<file path="src/design/cct_pkg.sv">
// Package with the types and constants of the character class tokenizer.
`default_nettype none
package cct_pkg;

  // Default maximum token length.
  localparam int MAX_TOKEN_LEN_DEF = 32;

  // Mode register codes.
  localparam logic [1:0] MODE_SPACE  = 2'd0;
  localparam logic [1:0] MODE_LETTER = 2'd1;
  localparam logic [1:0] MODE_LOWER  = 2'd2;

  // Input item operation codes.
  localparam logic OP_CHAR = 1'b0;
  localparam logic OP_EOS  = 1'b1;

  // Input transaction payload.
  typedef struct packed {
    logic       op;
    logic [7:0] ch;
  } item_t;

  // Result transaction payload.
  typedef struct packed {
    logic [7:0]  out_char;
    logic [31:0] token_start;
    logic [31:0] token_end;
    logic        last;
  } result_t;

  // Commands from the controller to the datapath.
  typedef struct packed {
    logic accept;
    logic load;
  } cmd_t;

  // Status from the datapath to the controller.
  typedef struct packed {
    logic emit_req;
    logic emit_last;
    logic out_free;
  } status_t;

  // C locale space test.
  function automatic logic is_space(input logic [7:0] c);
    return (c == 8'h20) || (c >= 8'h09 && c <= 8'h0D);
  endfunction

  // ASCII letter test.
  function automatic logic is_letter(input logic [7:0] c);
    return (c >= 8'h41 && c <= 8'h5A) || (c >= 8'h61 && c <= 8'h7A);
  endfunction

endpackage
`default_nettype wire

</file>
<file path="src/design/cct_ctrl.sv">
// Controller state machine: accepts characters and sequences token emission.
`default_nettype none
module cct_ctrl (
  input  wire logic            clk,
  input  wire logic            rst,
  input  wire logic            item_valid,
  output logic                 item_stall,
  input  wire cct_pkg::status_t status,
  output cct_pkg::cmd_t        cmd
);

  localparam logic ST_IDLE = 1'b0;
  localparam logic ST_EMIT = 1'b1;

  logic state;
  logic state_next;

  // Input is blocked while a token is read out.
  assign item_stall = (state == ST_EMIT);
  assign cmd.accept = item_valid && (state == ST_IDLE);
  assign cmd.load   = (state == ST_EMIT) && status.out_free;

  // Next state.
  always_comb begin
    state_next = state;
    unique case (state)
      ST_IDLE: begin
        if (cmd.accept && status.emit_req) state_next = ST_EMIT;
      end
      ST_EMIT: begin
        if (cmd.load && status.emit_last) state_next = ST_IDLE;
      end
      default: state_next = ST_IDLE;
    endcase
  end

  always_ff @(posedge clk) begin
    if (rst) begin
      state <= ST_IDLE;
    end else begin
      state <= state_next;
    end
  end

endmodule
`default_nettype wire

</file>
<file path="src/design/cct_dp.sv">
// Datapath: classification, token buffer, offsets and the result register.
`default_nettype none
module cct_dp #(
  parameter int MAX_TOKEN_LEN = cct_pkg::MAX_TOKEN_LEN_DEF
) (
  input  wire logic             clk,
  input  wire logic             rst,
  input  wire cct_pkg::item_t   item,
  input  wire logic             cfg_we,
  input  wire logic [1:0]       cfg_wdata,
  input  wire cct_pkg::cmd_t    cmd,
  output cct_pkg::status_t      status,
  output logic                  res_valid,
  input  wire logic             res_stall,
  output cct_pkg::result_t      res
);

  localparam int LEN_W = $clog2(MAX_TOKEN_LEN + 1);
  localparam int IDX_W = $clog2(MAX_TOKEN_LEN);
  localparam logic [LEN_W-1:0] LEN_MAX = LEN_W'(MAX_TOKEN_LEN);

  logic [1:0]       mode;
  logic [LEN_W-1:0] token_len;
  logic [31:0]      char_offset;
  logic [31:0]      start_offset;
  logic [7:0]       tok_mem [MAX_TOKEN_LEN];

  logic [LEN_W-1:0] emit_len;
  logic [31:0]      emit_start;
  logic [IDX_W-1:0] rd_idx;

  logic             member;
  logic [7:0]       norm_ch;
  logic [LEN_W-1:0] len_inc;
  logic [LEN_W-1:0] len_next;
  logic [31:0]      start_next;
  logic [LEN_W-1:0] cnt_next;
  logic             emit_req;

  // Classify and normalize the incoming character.
  always_comb begin
    member  = (mode == cct_pkg::MODE_SPACE) ? !cct_pkg::is_space(item.ch)
                                            : cct_pkg::is_letter(item.ch);
    norm_ch = item.ch;
    if (mode >= cct_pkg::MODE_LOWER && item.ch >= 8'h41 && item.ch <= 8'h5A) begin
      norm_ch = item.ch + 8'h20;
    end
    len_inc = token_len + LEN_W'(1);
  end

  // Decide whether this transaction emits a token, and the updated length.
  always_comb begin
    emit_req   = 1'b0;
    len_next   = '0;
    cnt_next   = token_len;
    start_next = start_offset;
    if (item.op == cct_pkg::OP_EOS) begin
      emit_req   = (token_len != '0);
      start_next = '0;
    end else if (member) begin
      if (token_len == '0) start_next = char_offset;
      cnt_next = len_inc;
      if (len_inc == LEN_MAX) begin
        emit_req = 1'b1;
      end else begin
        len_next = len_inc;
      end
    end else begin
      emit_req = (token_len != '0);
    end
  end

  assign status.emit_req  = emit_req;
  assign status.emit_last = ((LEN_W'(rd_idx) + LEN_W'(1)) == emit_len);
  assign status.out_free  = !res_valid || !res_stall;

  // Mode register and stream state.
  always_ff @(posedge clk) begin
    if (rst) begin
      mode         <= cct_pkg::MODE_SPACE;
      token_len    <= '0;
      char_offset  <= '0;
      start_offset <= '0;
    end else begin
      if (cfg_we) mode <= cfg_wdata;
      if (cmd.accept) begin
        token_len    <= len_next;
        start_offset <= start_next;
        char_offset  <= (item.op == cct_pkg::OP_EOS) ? 32'd0 : char_offset + 32'd1;
      end
    end
  end

  // Token buffer write.
  always_ff @(posedge clk) begin
    if (cmd.accept && item.op == cct_pkg::OP_CHAR && member) begin
      tok_mem[token_len[IDX_W-1:0]] <= norm_ch;
    end
  end

  // Capture the token being emitted and step through its characters.
  always_ff @(posedge clk) begin
    if (cmd.accept && emit_req) begin
      emit_len   <= cnt_next;
      emit_start <= (item.op == cct_pkg::OP_CHAR && member && token_len == '0)
                    ? char_offset : start_offset;
      rd_idx     <= '0;
    end else if (cmd.load) begin
      rd_idx <= rd_idx + IDX_W'(1);
    end
  end

  // Result register, loaded straight from the token buffer read.
  always_ff @(posedge clk) begin
    if (cmd.load) begin
      res.out_char    <= tok_mem[rd_idx];
      res.token_start <= emit_start;
      res.token_end   <= emit_start + 32'(emit_len);
      res.last        <= status.emit_last;
    end
  end

  always_ff @(posedge clk) begin
    if (rst) begin
      res_valid <= 1'b0;
    end else if (cmd.load) begin
      res_valid <= 1'b1;
    end else if (!res_stall) begin
      res_valid <= 1'b0;
    end
  end

endmodule
`default_nettype wire

</file>
<file path="src/design/char_class_tokenizer.sv">
// Top level of the character class tokenizer.
//
// Input channel (item_valid, item_stall, item): one character or an end of
// stream marker per transaction. Result channel (res_valid, res_stall, res):
// one token character per transaction, with start and end offsets and a
// last flag on the token's final character. cfg_we/cfg_wdata write the mode.
//
// Plain text, whose characters emit nothing, flows at one character per
// cycle while no token is read out. A transaction that closes a token holds
// item_stall high while the token buffer is read out one entry per cycle,
// unless the result channel stalls, into the result register; the single
// read port of the token buffer sets that rate. The controller first enters
// its emit state, then loads the first character. Input is accepted again
// while the final result still waits in the result register.
//
// Reset (rst, synchronous) clears the mode, offsets, token length and the
// result valid flag. A stalled result holds its value; read-out pauses
// until the receiver takes it.
`default_nettype none
module char_class_tokenizer #(
  parameter int MAX_TOKEN_LEN = cct_pkg::MAX_TOKEN_LEN_DEF
) (
  input  wire logic             clk,
  input  wire logic             rst,
  input  wire logic             item_valid,
  output logic                  item_stall,
  input  wire cct_pkg::item_t   item,
  output logic                  res_valid,
  input  wire logic             res_stall,
  output cct_pkg::result_t      res,
  input  wire logic             cfg_we,
  input  wire logic [1:0]       cfg_wdata
);

  cct_pkg::cmd_t    cmd;
  cct_pkg::status_t status;

  cct_ctrl u_ctrl (
    .clk        (clk),
    .rst        (rst),
    .item_valid (item_valid),
    .item_stall (item_stall),
    .status     (status),
    .cmd        (cmd)
  );

  cct_dp #(
    .MAX_TOKEN_LEN (MAX_TOKEN_LEN)
  ) u_dp (
    .clk       (clk),
    .rst       (rst),
    .item      (item),
    .cfg_we    (cfg_we),
    .cfg_wdata (cfg_wdata),
    .cmd       (cmd),
    .status    (status),
    .res_valid (res_valid),
    .res_stall (res_stall),
    .res       (res)
  );

endmodule
`default_nettype wire

</file>
<file path="config.mk">
export PLATFORM = sky130hd
export DESIGN_NAME = char_class_tokenizer
export DESIGN_NICKNAME = d
export VERILOG_FILES = /design/src/design/cct_pkg.sv /design/src/design/cct_ctrl.sv /design/src/design/cct_dp.sv /design/src/design/char_class_tokenizer.sv
export SDC_FILE = /design/constraint.sdc
export NUM_CORES = 1
export LEC_CHECK = 0
export ABC_AREA = 1
export ABC_CLOCK_PERIOD_IN_PS = 3400
export BUFFER_PORTS_ARGS = -buffer_cell sky130_fd_sc_hd__buf_2
export CORE_UTILIZATION = 36
export CTS_BUF_LIST = sky130_fd_sc_hd__clkbuf_2
export CTS_CLUSTER_DIAMETER = 50
export DETAILED_ROUTE_END_ITERATION = 7
export PLACE_DENSITY = 0.55
export SYNTH_ARGS = -nofsm -noshare
export SYNTH_HDL_FRONTEND = slang
export SYNTH_SLANG_ARGS = --single-unit
</file>
<file path="constraint.sdc">
create_clock -name clk -period 3.4 [get_ports clk]
set_input_delay 0.51 -clock clk [delete_from_list [all_inputs] [get_ports clk]]
set_output_delay 0.51 -clock clk [all_outputs]
set_load 0.02 [all_outputs]
</file>
# Word level (Yosys, flattened, before mapping)
# Memory sizes are Yosys's and may differ from the RTL's. A register that Yosys moved wholly into a read port is not among the register bits.
# Cells that the tools add are included.
# op_classes
n_addsub	6
n_mul	0
mux	22
n_lt_le_gt_ge	7
n_bitwise	2
n_shift	0
reduce_logical	25
div_mod_pow	0
n_eq_ne	4
# op_table
operator	count
$mux 32	5
$add 32x1->32 const B	1
$add 32x6->32	1
$mux 6	5
$ge 8x7->1 const B	2
$le 8x7->1 const B	2
$logic_and 1x1->1	13
$mux 1	10
$add 8x6->8 const B	1
$eq 8x6->1 const B	1
$ge 8x4->1 const B	1
$le 8x4->1 const B	1
$mux 8	1
$add 5x1->6 const B	1
$add 6x1->6 const B	1
$eq 6x6->1	1
$eq 6x6->1 const B	1
$logic_not 6->1	1
$reduce_bool 6->1	1
$add 5x1->5 const B	1
$reduce_bool 2->1	2
$logic_not 1->1	3
$logic_or 1x1->1	3
$reduce_and 3->1	1
5 further kinds	6
# totals
rom_bits	0
inputBits	16
ramBits	256
regBits	182
memories	1
latch_bits	0
output_inout_bits	75
wordCells	79
# mem_list
name	words	width	rd	rd_clocked_by_memory_dff	write_ports	line_no	text
u_dp.tok_mem	32	8	1	1	1	cct_dp.sv:26	logic [7:0] tok_mem [MAX_TOKEN_LEN];

# Longest topological paths before layout
# Gate-level depths: netlist of run 1.
# logic_depth
ltp_word	10
mapped_depth	13
mapped_depth_nobuf	12

# Modules after synthesis
# From an unflattened synthesis of run 1, not the netlist that was laid out.
# hier_totals
hier_cells	1804
area_unflattened_um2	19334.8
# by_module_without_submodules
module	instances	seq_area_each_um2	cells_per_inst	area_per_inst_um2
cct_dp	1	12582.1	1794	19274.7
cct_ctrl	1	20.0	10	60.1

# Worst setup path after synthesis of run 1
# Ideal clock, no wire load.
# synth_path
kind	register to register
from	register u_ctrl.state, in the netlist u_ctrl.item_stall
to	register u_ctrl.state, in the netlist u_ctrl.item_stall
stages_incl_launch_ff	6
t_required_ns	3.268
setup_slack_ns	0.710
t_arrival_ns	2.557
setup_time_ns	0.132
path_buffers	0
synth_period_minus_slack_ns	2.690
path_cell_list	dfxtp_1 > nand2_1 > inv_1 > nand3_1 > nand2_1 > a21oi_1
# synth_rtl
element	line_no	text
start: declaration	cct_ctrl.sv:15	logic state;
start signal: assignment	cct_ctrl.sv:41	state <= state_next;

==> metrics.csv, run 1 <==
metric,value,unit
status,"finished, final reports clean",
hold_violations,0,
rows,84,
max_slew_margin,37.7,%
grt_overflow,0,
hp-class,in2reg,
startpoint,u_dp.rd_idx[0]$_SDFFE_PP0P_,
totalWireLength,53.5,mm
fin_area,21900,sq um
worstSetupPathDepth,7,
cts-htree-levels,3,
initial_core_util,36.5,%
ys_ff_latch,446,
yosys_warnings,0,
yosysUniqueCellTypes,46,
cts_made_buffers,111,
tightest_slew,0.934,ns
cts_sinks,446,
clkSlewWorstSetupHoldPaths,0.12,ns
p_clk_share,29.2,%
synth_area,19200,sq um
timing.rr.start,u_dp.rd_idx[0]$_SDFFE_PP0P_,
worst_setup_path_end_kind,flop,
dpl_cell_area,20700,sq um
drive_above_1_share,18.7,%
ir_worst_vdd,237,uV
dp_cells,2527,
period_share,73.3,%
first_global_vias,14000,
first_pass_iters,6,
swShare,33.3,%
synth_edf_count,367,
max_stage_delay,0.66,ns
grt_pass1_wl,80.8,mm
vias,14300,
crit_buf_inv,1,
final_cell_mix,"367 x edfxtp_1, 238 x nand2_1, 226 x nor2_1",
finalSetupViolCount,0,
cts_resized,0,
layout_commonest_cell,edfxtp_1,
ys.flop_type,edfxtp_1,
combinationalPowerShare,20.5,%
cpMaxStageDelayCell,buf_4,
rr_worst_depth,7,
n_fill_cell,5093,
yosysSeqAreaShare,65.5,%
cts_hold_buffers,20,
async_flop_share,0,%
core,52700,sq um
r2r_end,u_dp.res[66]$_DFFE_PP_,
root_buffer,clkbuf_2,
min_period,2.49,ns
dp_hpwl,35.4,mm
maxCapViolCount,0,
critPathCapture,u_dp.res[66]$_DFFE_PP_,
arrival,3.34,ns
vias_per_cell,5.20,
fp.dieArea,54400,sq um
drt_iter0_drc,1280,
cp-start-kind,flop,
p_per_area,564,nW/um^2
critPathRequiredTime,4.25,ns
grt_usage,19.6,%
nets,2003,
ios,91,
fin_skew,0.0906,ns
crit_family,compound AO/OA/AOI/OAI gates,
slew_viol_final,0,
syn-num-nets,1803,
clk_latency,1.12,ns
reg2reg_slack,0.91,ns
cts_tree,yes,
fmax,401,MHz
ctsLongestPathBuffers,3,
routedWlPerCell,19.5,um
avgSynthCellArea,10.9,sq um
die_h,233,um
worst-setup-path-type,reg2reg,
syn2layout_area_growth,13.9,%
ant_nets,0,
grt_max_degree,89,
p_sw,4.11,mW
path_cells,buf_4 -> o21ai_0 -> a21oi_1 -> a21oi_1 -> o21ai_0 -> nand3_1 -> o21a_1,
final_cells,2744,
setup-tns-final,0,ns
die_w,233,um
synthCells,1772,
p_int,8.24,mW
rsz0062_at_grt,false,
critPathMaxFanout,88,
seqPwrFrac,50.3,%
drc_errors,0,
leakagePower,7.76,nW
post_cts_buffers,0,
gp_congestion,0.864,
antenna_found_initial,1,
place.port_buffers,90,
-- metrics by stage --
stage	setup slack (ns)	total power, mW	utilization [%]	hold WS [ns]
2_1_floorplan	0.710	7.94	-	0.433
3_3_place_gp	0.876	8.85	39.3	0.465
3_5_place_dp	0.823	8.85	39.3	0.471
4_1_cts	0.874	12.5	41.6	0.0235
5_1_grt	0.707	13.0	41.6	0.120
6_report	0.908	12.4	41.6	0.171
-- worst reg2reg max path: stages, from the launching register on --
cell and delay (ns):
dfxtp_4 0.37, buf_4 0.66, o21ai_0 0.39, a21oi_1 0.25
a21oi_1 0.09, o21ai_0 0.18, nand3_1 0.12, o21a_1 0.16
-- state kept, by name, summed over array words and instances (netlist names) --
| signal | cells |
|---|---|
| u_dp.start_offset | 32 |
| u_dp.res | 73 |
| u_dp.emit_len | 6 |
| u_dp.char_offset | 32 |
| u_dp.mode | 2 |
| u_dp.res_valid | 1 |
| u_dp.token_len | 6 |
| u_dp.emit_start | 32 |
| u_dp.rd_idx | 5 |
| u_ctrl.item_stall | 1 |
| u_dp.tok_mem | 256 |
-- cell usage after synthesis (19+ instances only) --
| cell | number | area, sq um |
|---|---|---|
| a21oi_1 | 80 | 400 |
| inv_1 | 104 | 390 |
| o22ai_1 | 19 | 119 |
| nor3_1 | 39 | 195 |
| nand2_1 | 238 | 893 |
| nor2_1 | 226 | 848 |
| o221ai_1 | 42 | 368 |
| o21ai_2 | 28 | 245 |
| buf_2 | 19 | 95.1 |
| clkbuf_1 | 52 | 195 |
| o21ai_0 | 175 | 876 |
| nand3_1 | 148 | 741 |
| dfxtp_1 | 79 | 1580 |
| edfxtp_1 | 367 | 11000 |
| nand4_1 | 35 | 219 |
| xor2_1 | 27 | 236 |
-- power groups by stage --
| stage | clock (mW) | sequential [mW] | combinational (mW) |
|---|---|---|---|
| floorplan | 0 | 6.40 | 1.54 |
| global placement | 0 | 6.34 | 2.51 |
| detailed placement | 0 | 6.34 | 2.51 |
| CTS | 3.75 | 6.22 | 2.53 |
| global route | 3.99 | 6.23 | 2.77 |
| finish | 3.60 | 6.21 | 2.53 |
-- kinds of logic after synthesis --
logic type	count (synthesis)	share of synthesized area [%]
AOI/OAI and AO/OA	356	10.9
xor gates and xnor gates	40	1.82
adders and majority gates	15	1.01
buffers and inverters	197	4.29
DFF	446	65.5
muxes	1	0.0520
and+or+nand+nor	717	16.4
-- how the worst min path moves through the flow --
stage / cells past startpoint / start / endpoint
after global placement: 0 / u_dp.emit_start[0]$_DFFE_PP_ / u_dp.res[33]$_DFFE_PP_
after detailed placement: 0 / u_dp.emit_start[2]$_DFFE_PP_ / u_dp.res[35]$_DFFE_PP_
after CTS: 4 / item[6] / u_dp.tok_mem[3][6]$_DFFE_PP_
after global routing: 4 / item[6] / u_dp.tok_mem[3][6]$_DFFE_PP_
after floorplan: 0 / u_dp.emit_start[0]$_DFFE_PP_ / u_dp.res[33]$_DFFE_PP_
final: 4 / item[6] / u_dp.tok_mem[3][6]$_DFFE_PP_
-- per-layer routing --
layer	track usage [%]	up-vias	share of wire (%)	wire length (um)
met1	27.1	6870	45	24100
met5	0	-	0	0
li1	-	6792	-	-
met4	7.15	0	1.9	1030
met2	30.3	531	46	24500
met3	4.25	77	7.2	3880
-- final cells by class --
type	count	area (sq um)	share of cell area [%]
inverter	109	414	1.89
antenna	1	2.50	0.0114
clock buffer	160	801	3.66
tap	688	861	3.93
timing repair buffer	175	1190	5.43
sequential	446	12600	57.6
clock inverter	36	213	0.971
multi-input combinational	1129	5820	26.6
No activity file was read; power rests on OpenSTA's default activity.
==> run 2, diff against run 1 <==
--- a/config.mk
+++ b/config.mk
@@ -6,7 +6,7 @@
 export NUM_CORES = 1
 export LEC_CHECK = 0
 export ABC_AREA = 1
-export ABC_CLOCK_PERIOD_IN_PS = 3400
+export ABC_CLOCK_PERIOD_IN_PS = 2400
 export BUFFER_PORTS_ARGS = -buffer_cell sky130_fd_sc_hd__buf_2
 export CORE_UTILIZATION = 36
 export CTS_BUF_LIST = sky130_fd_sc_hd__clkbuf_2
==> constraint.sdc (replaced) <==
create_clock -name clk -period 2.4 [get_ports clk]
set_input_delay 0.36 -clock clk [delete_from_list [all_inputs] [get_ports clk]]
set_output_delay 0.36 -clock clk [all_outputs]
set_load 0.02 [all_outputs]
==> run 2 against run 1 <==
  * Global-route usage is 0.42 points higher
  * Sequential power is 42% higher
  * Largest power group unchanged
  * Worst hold slack worse by 0.048 ns
  * First-iteration DRC count is 1.3% higher
  * Clock skew is 0.013 ns higher
  * Critical path depth stayed put
==> metrics.csv, run 2 (synthesized netlist as in run 1, its figures left out) <==
metric,value,unit,change
status,"finished, final reports clean",,unchanged
final_core_util,42.4,%,was 41.6%
routedWlPerCell,19.5,um,about the same
final_cell_mix,"367 x edfxtp_1, 238 x nand2_1, 224 x nor2_1",,"was 367 x edfxtp_1, 238 x nand2_1, 226 x nor2_1"
leakagePower,7.96,nW,was 7.76 nW
worst_slack,0.117,ns,was 0.908 ns
cts_sinks,446,,unchanged
die_w,233,um,unchanged
rows,84,,unchanged
core,52700,sq um,unchanged
grt_usage,20.1,%,was 19.6%
maxCapViolCount,0,,unchanged
critPathRequiredTime,3.21,ns,was 4.25 ns
fmax,438,MHz,was 401 MHz
dp_cells,2546,,"was 2,527"
worst-setup-path-type,reg2reg,,unchanged
combinationalPowerShare,21.3,%,was 20.5%
final-seq-area,12600,sq um,unchanged
cts_made_buffers,114,,was 111
p_total,17.7,mW,was 12.4 mW
syn2layout_area_growth,16.1,%,was 13.9%
grt_overflow,0,,unchanged
hold_slack,0.122,ns,was 0.171 ns
max_slew_margin,60.1,%,was 37.7%
swShare,33.9,%,was 33.3%
cp-start-kind,flop,,unchanged
first_pass_iters,6,,unchanged
ir_worst_vdd,459,uV,was 237 uV
fp.dieArea,54400,sq um,unchanged
dpl_cell_area,21000,sq um,"was 20,700 sq um"
totalWireLength,54.3,mm,was 53.5 mm
root_buffer,clkbuf_2,,unchanged
vias,14400,,"was 14,300"
multi_input_area,5830,sq um,was 5820 sq um
arrival,3.10,ns,was 3.34 ns
vias_per_cell,5.17,,was 5.20
p_clk_share,29.1,%,was 29.2%
drt_iter0_drc,1296,,"was 1,280"
fin_skew,0.104,ns,was 0.0906 ns
first_global_vias,13900,,"was 14,000"
worst_setup_path_end_kind,flop,,unchanged
nets,2032,,"was 2,003"
p_int,11.7,mW,was 8.24 mW
final_cells,2787,,"was 2,744"
dp_hpwl,36.4,mm,was 35.4 mm
hold_violations,0,,unchanged
fin_area,22300,sq um,"was 21,900 sq um"
slew_viol_final,0,,unchanged
p_sw,6.01,mW,was 4.11 mW
min_period,2.28,ns,was 2.49 ns
critPathMaxFanout,5,,was 88
grt_max_degree,79,,was 89
grt_pass1_wl,81.3,mm,was 80.8 mm
drive_above_1_share,19.8,%,was 18.7%
largest_register_ffs,256,,unchanged
n_fill_cell,5103,,"was 5,093"
clk_latency,1.15,ns,was 1.12 ns
layout_commonest_cell,edfxtp_1,,unchanged
tightest_slew,0.599,ns,was 0.934 ns
clkSlewWorstSetupHoldPaths,0.10,ns,was 0.12 ns
period_share,95.1,%,was 73.3%
cts-htree-levels,3,,unchanged
place.port_buffers,90,,unchanged
ios,91,,unchanged
gp_congestion,0.886,,was 0.864
antenna_found_initial,6,,was 1
drc_errors,0,,unchanged
dp_worst_setup_slack,0.110,ns,was 0.823 ns
ant_nets,0,,unchanged
initial_core_util,36.5,%,unchanged
p_per_area,794,nW/um^2,was 564 nW/um^2
finalSetupViolCount,0,,unchanged
seqPwrFrac,49.7,%,was 50.3%
hp-class,in2reg,,unchanged
die_h,233,um,unchanged
setup-tns-final,0,ns,unchanged
ctsLongestPathBuffers,3,,unchanged
cts_tree,yes,,unchanged
==> run 2: cell types whose count changed in the layout (fill, tap and decap cells not counted), moves of 2 or more <==
cell | before | now
nor2_1 | 226 | 224
diode_2 | 1 | 4
buf_4 | 61 | 70
dlygate4sd3_1 | 20 | 25
buf_12 | 4 | 16
clkinv_2 | 8 | 11
clkinv_1 | 26 | 34
==> run 2: routing by layer <==
metal / wire [um] / track usage, %
met5: 13 / 0
met4: 1060 / 7.01
met3: 3850 / 3.78
met2: 25000 / 31.1
met1: 24400 / 28.0
==> run 2: final cells by class <==
cell class | count | share of cell area, %
multi-input combinational | 1129 | 26.1
inverter | 109 | 1.88
timing repair buffer | 201 | 6.93
clock inverter | 49 | 1.10
tap | 688 | 3.86
sequential | 446 | 56.5
antenna | 4 | 0.0448
clock buffer | 161 | 3.61
==> run 2: critical path: stages, from the launching register on <==
cell,delay [ns]
edfxtp_1,0.46
ha_1,0.41
nand3_1,0.10
nand2_1,0.13
a21oi_1,0.08
o21bai_1,0.44
nand3_1,0.20
xor2_1,0.19
==> run 2: power groups by stage <==
stage               Clock, mW  Sequential, mW  Combinational (mW)
floorplan                   0            9.06                2.19
global placement            0            8.99                3.70
detailed placement          0            8.99                3.72
CTS                      5.37            8.82                3.76
global route             5.73            8.84                4.12
finish                   5.16            8.81                3.77
==> run 2: final timing paths <==
path,startpoint,to,slack (ns),cells past startpoint
setup reg to reg,u_dp.emit_len[3]$_DFFE_PP_,u_dp.res[15]$_DFFE_PP_,0.12,7
setup / recovery,u_dp.emit_len[3]$_DFFE_PP_,u_dp.res[15]$_DFFE_PP_,0.12,7
hold / removal,item[4],u_dp.tok_mem[8][4]$_DFFE_PP_,0.12,2
hold reg to reg,u_dp.token_len[5]$_SDFFE_PP0P_,u_dp.token_len[5]$_SDFFE_PP0P_,0.49,2
==> run 2: timing repair <==
item                                    in CTS  in global routing
hold endpoints to repair                   341                  0
hold buffers                                25                  0
endpoints found under the setup margin       0                  8
setup buffers                                0                  2
gates resized for setup                      0                  4
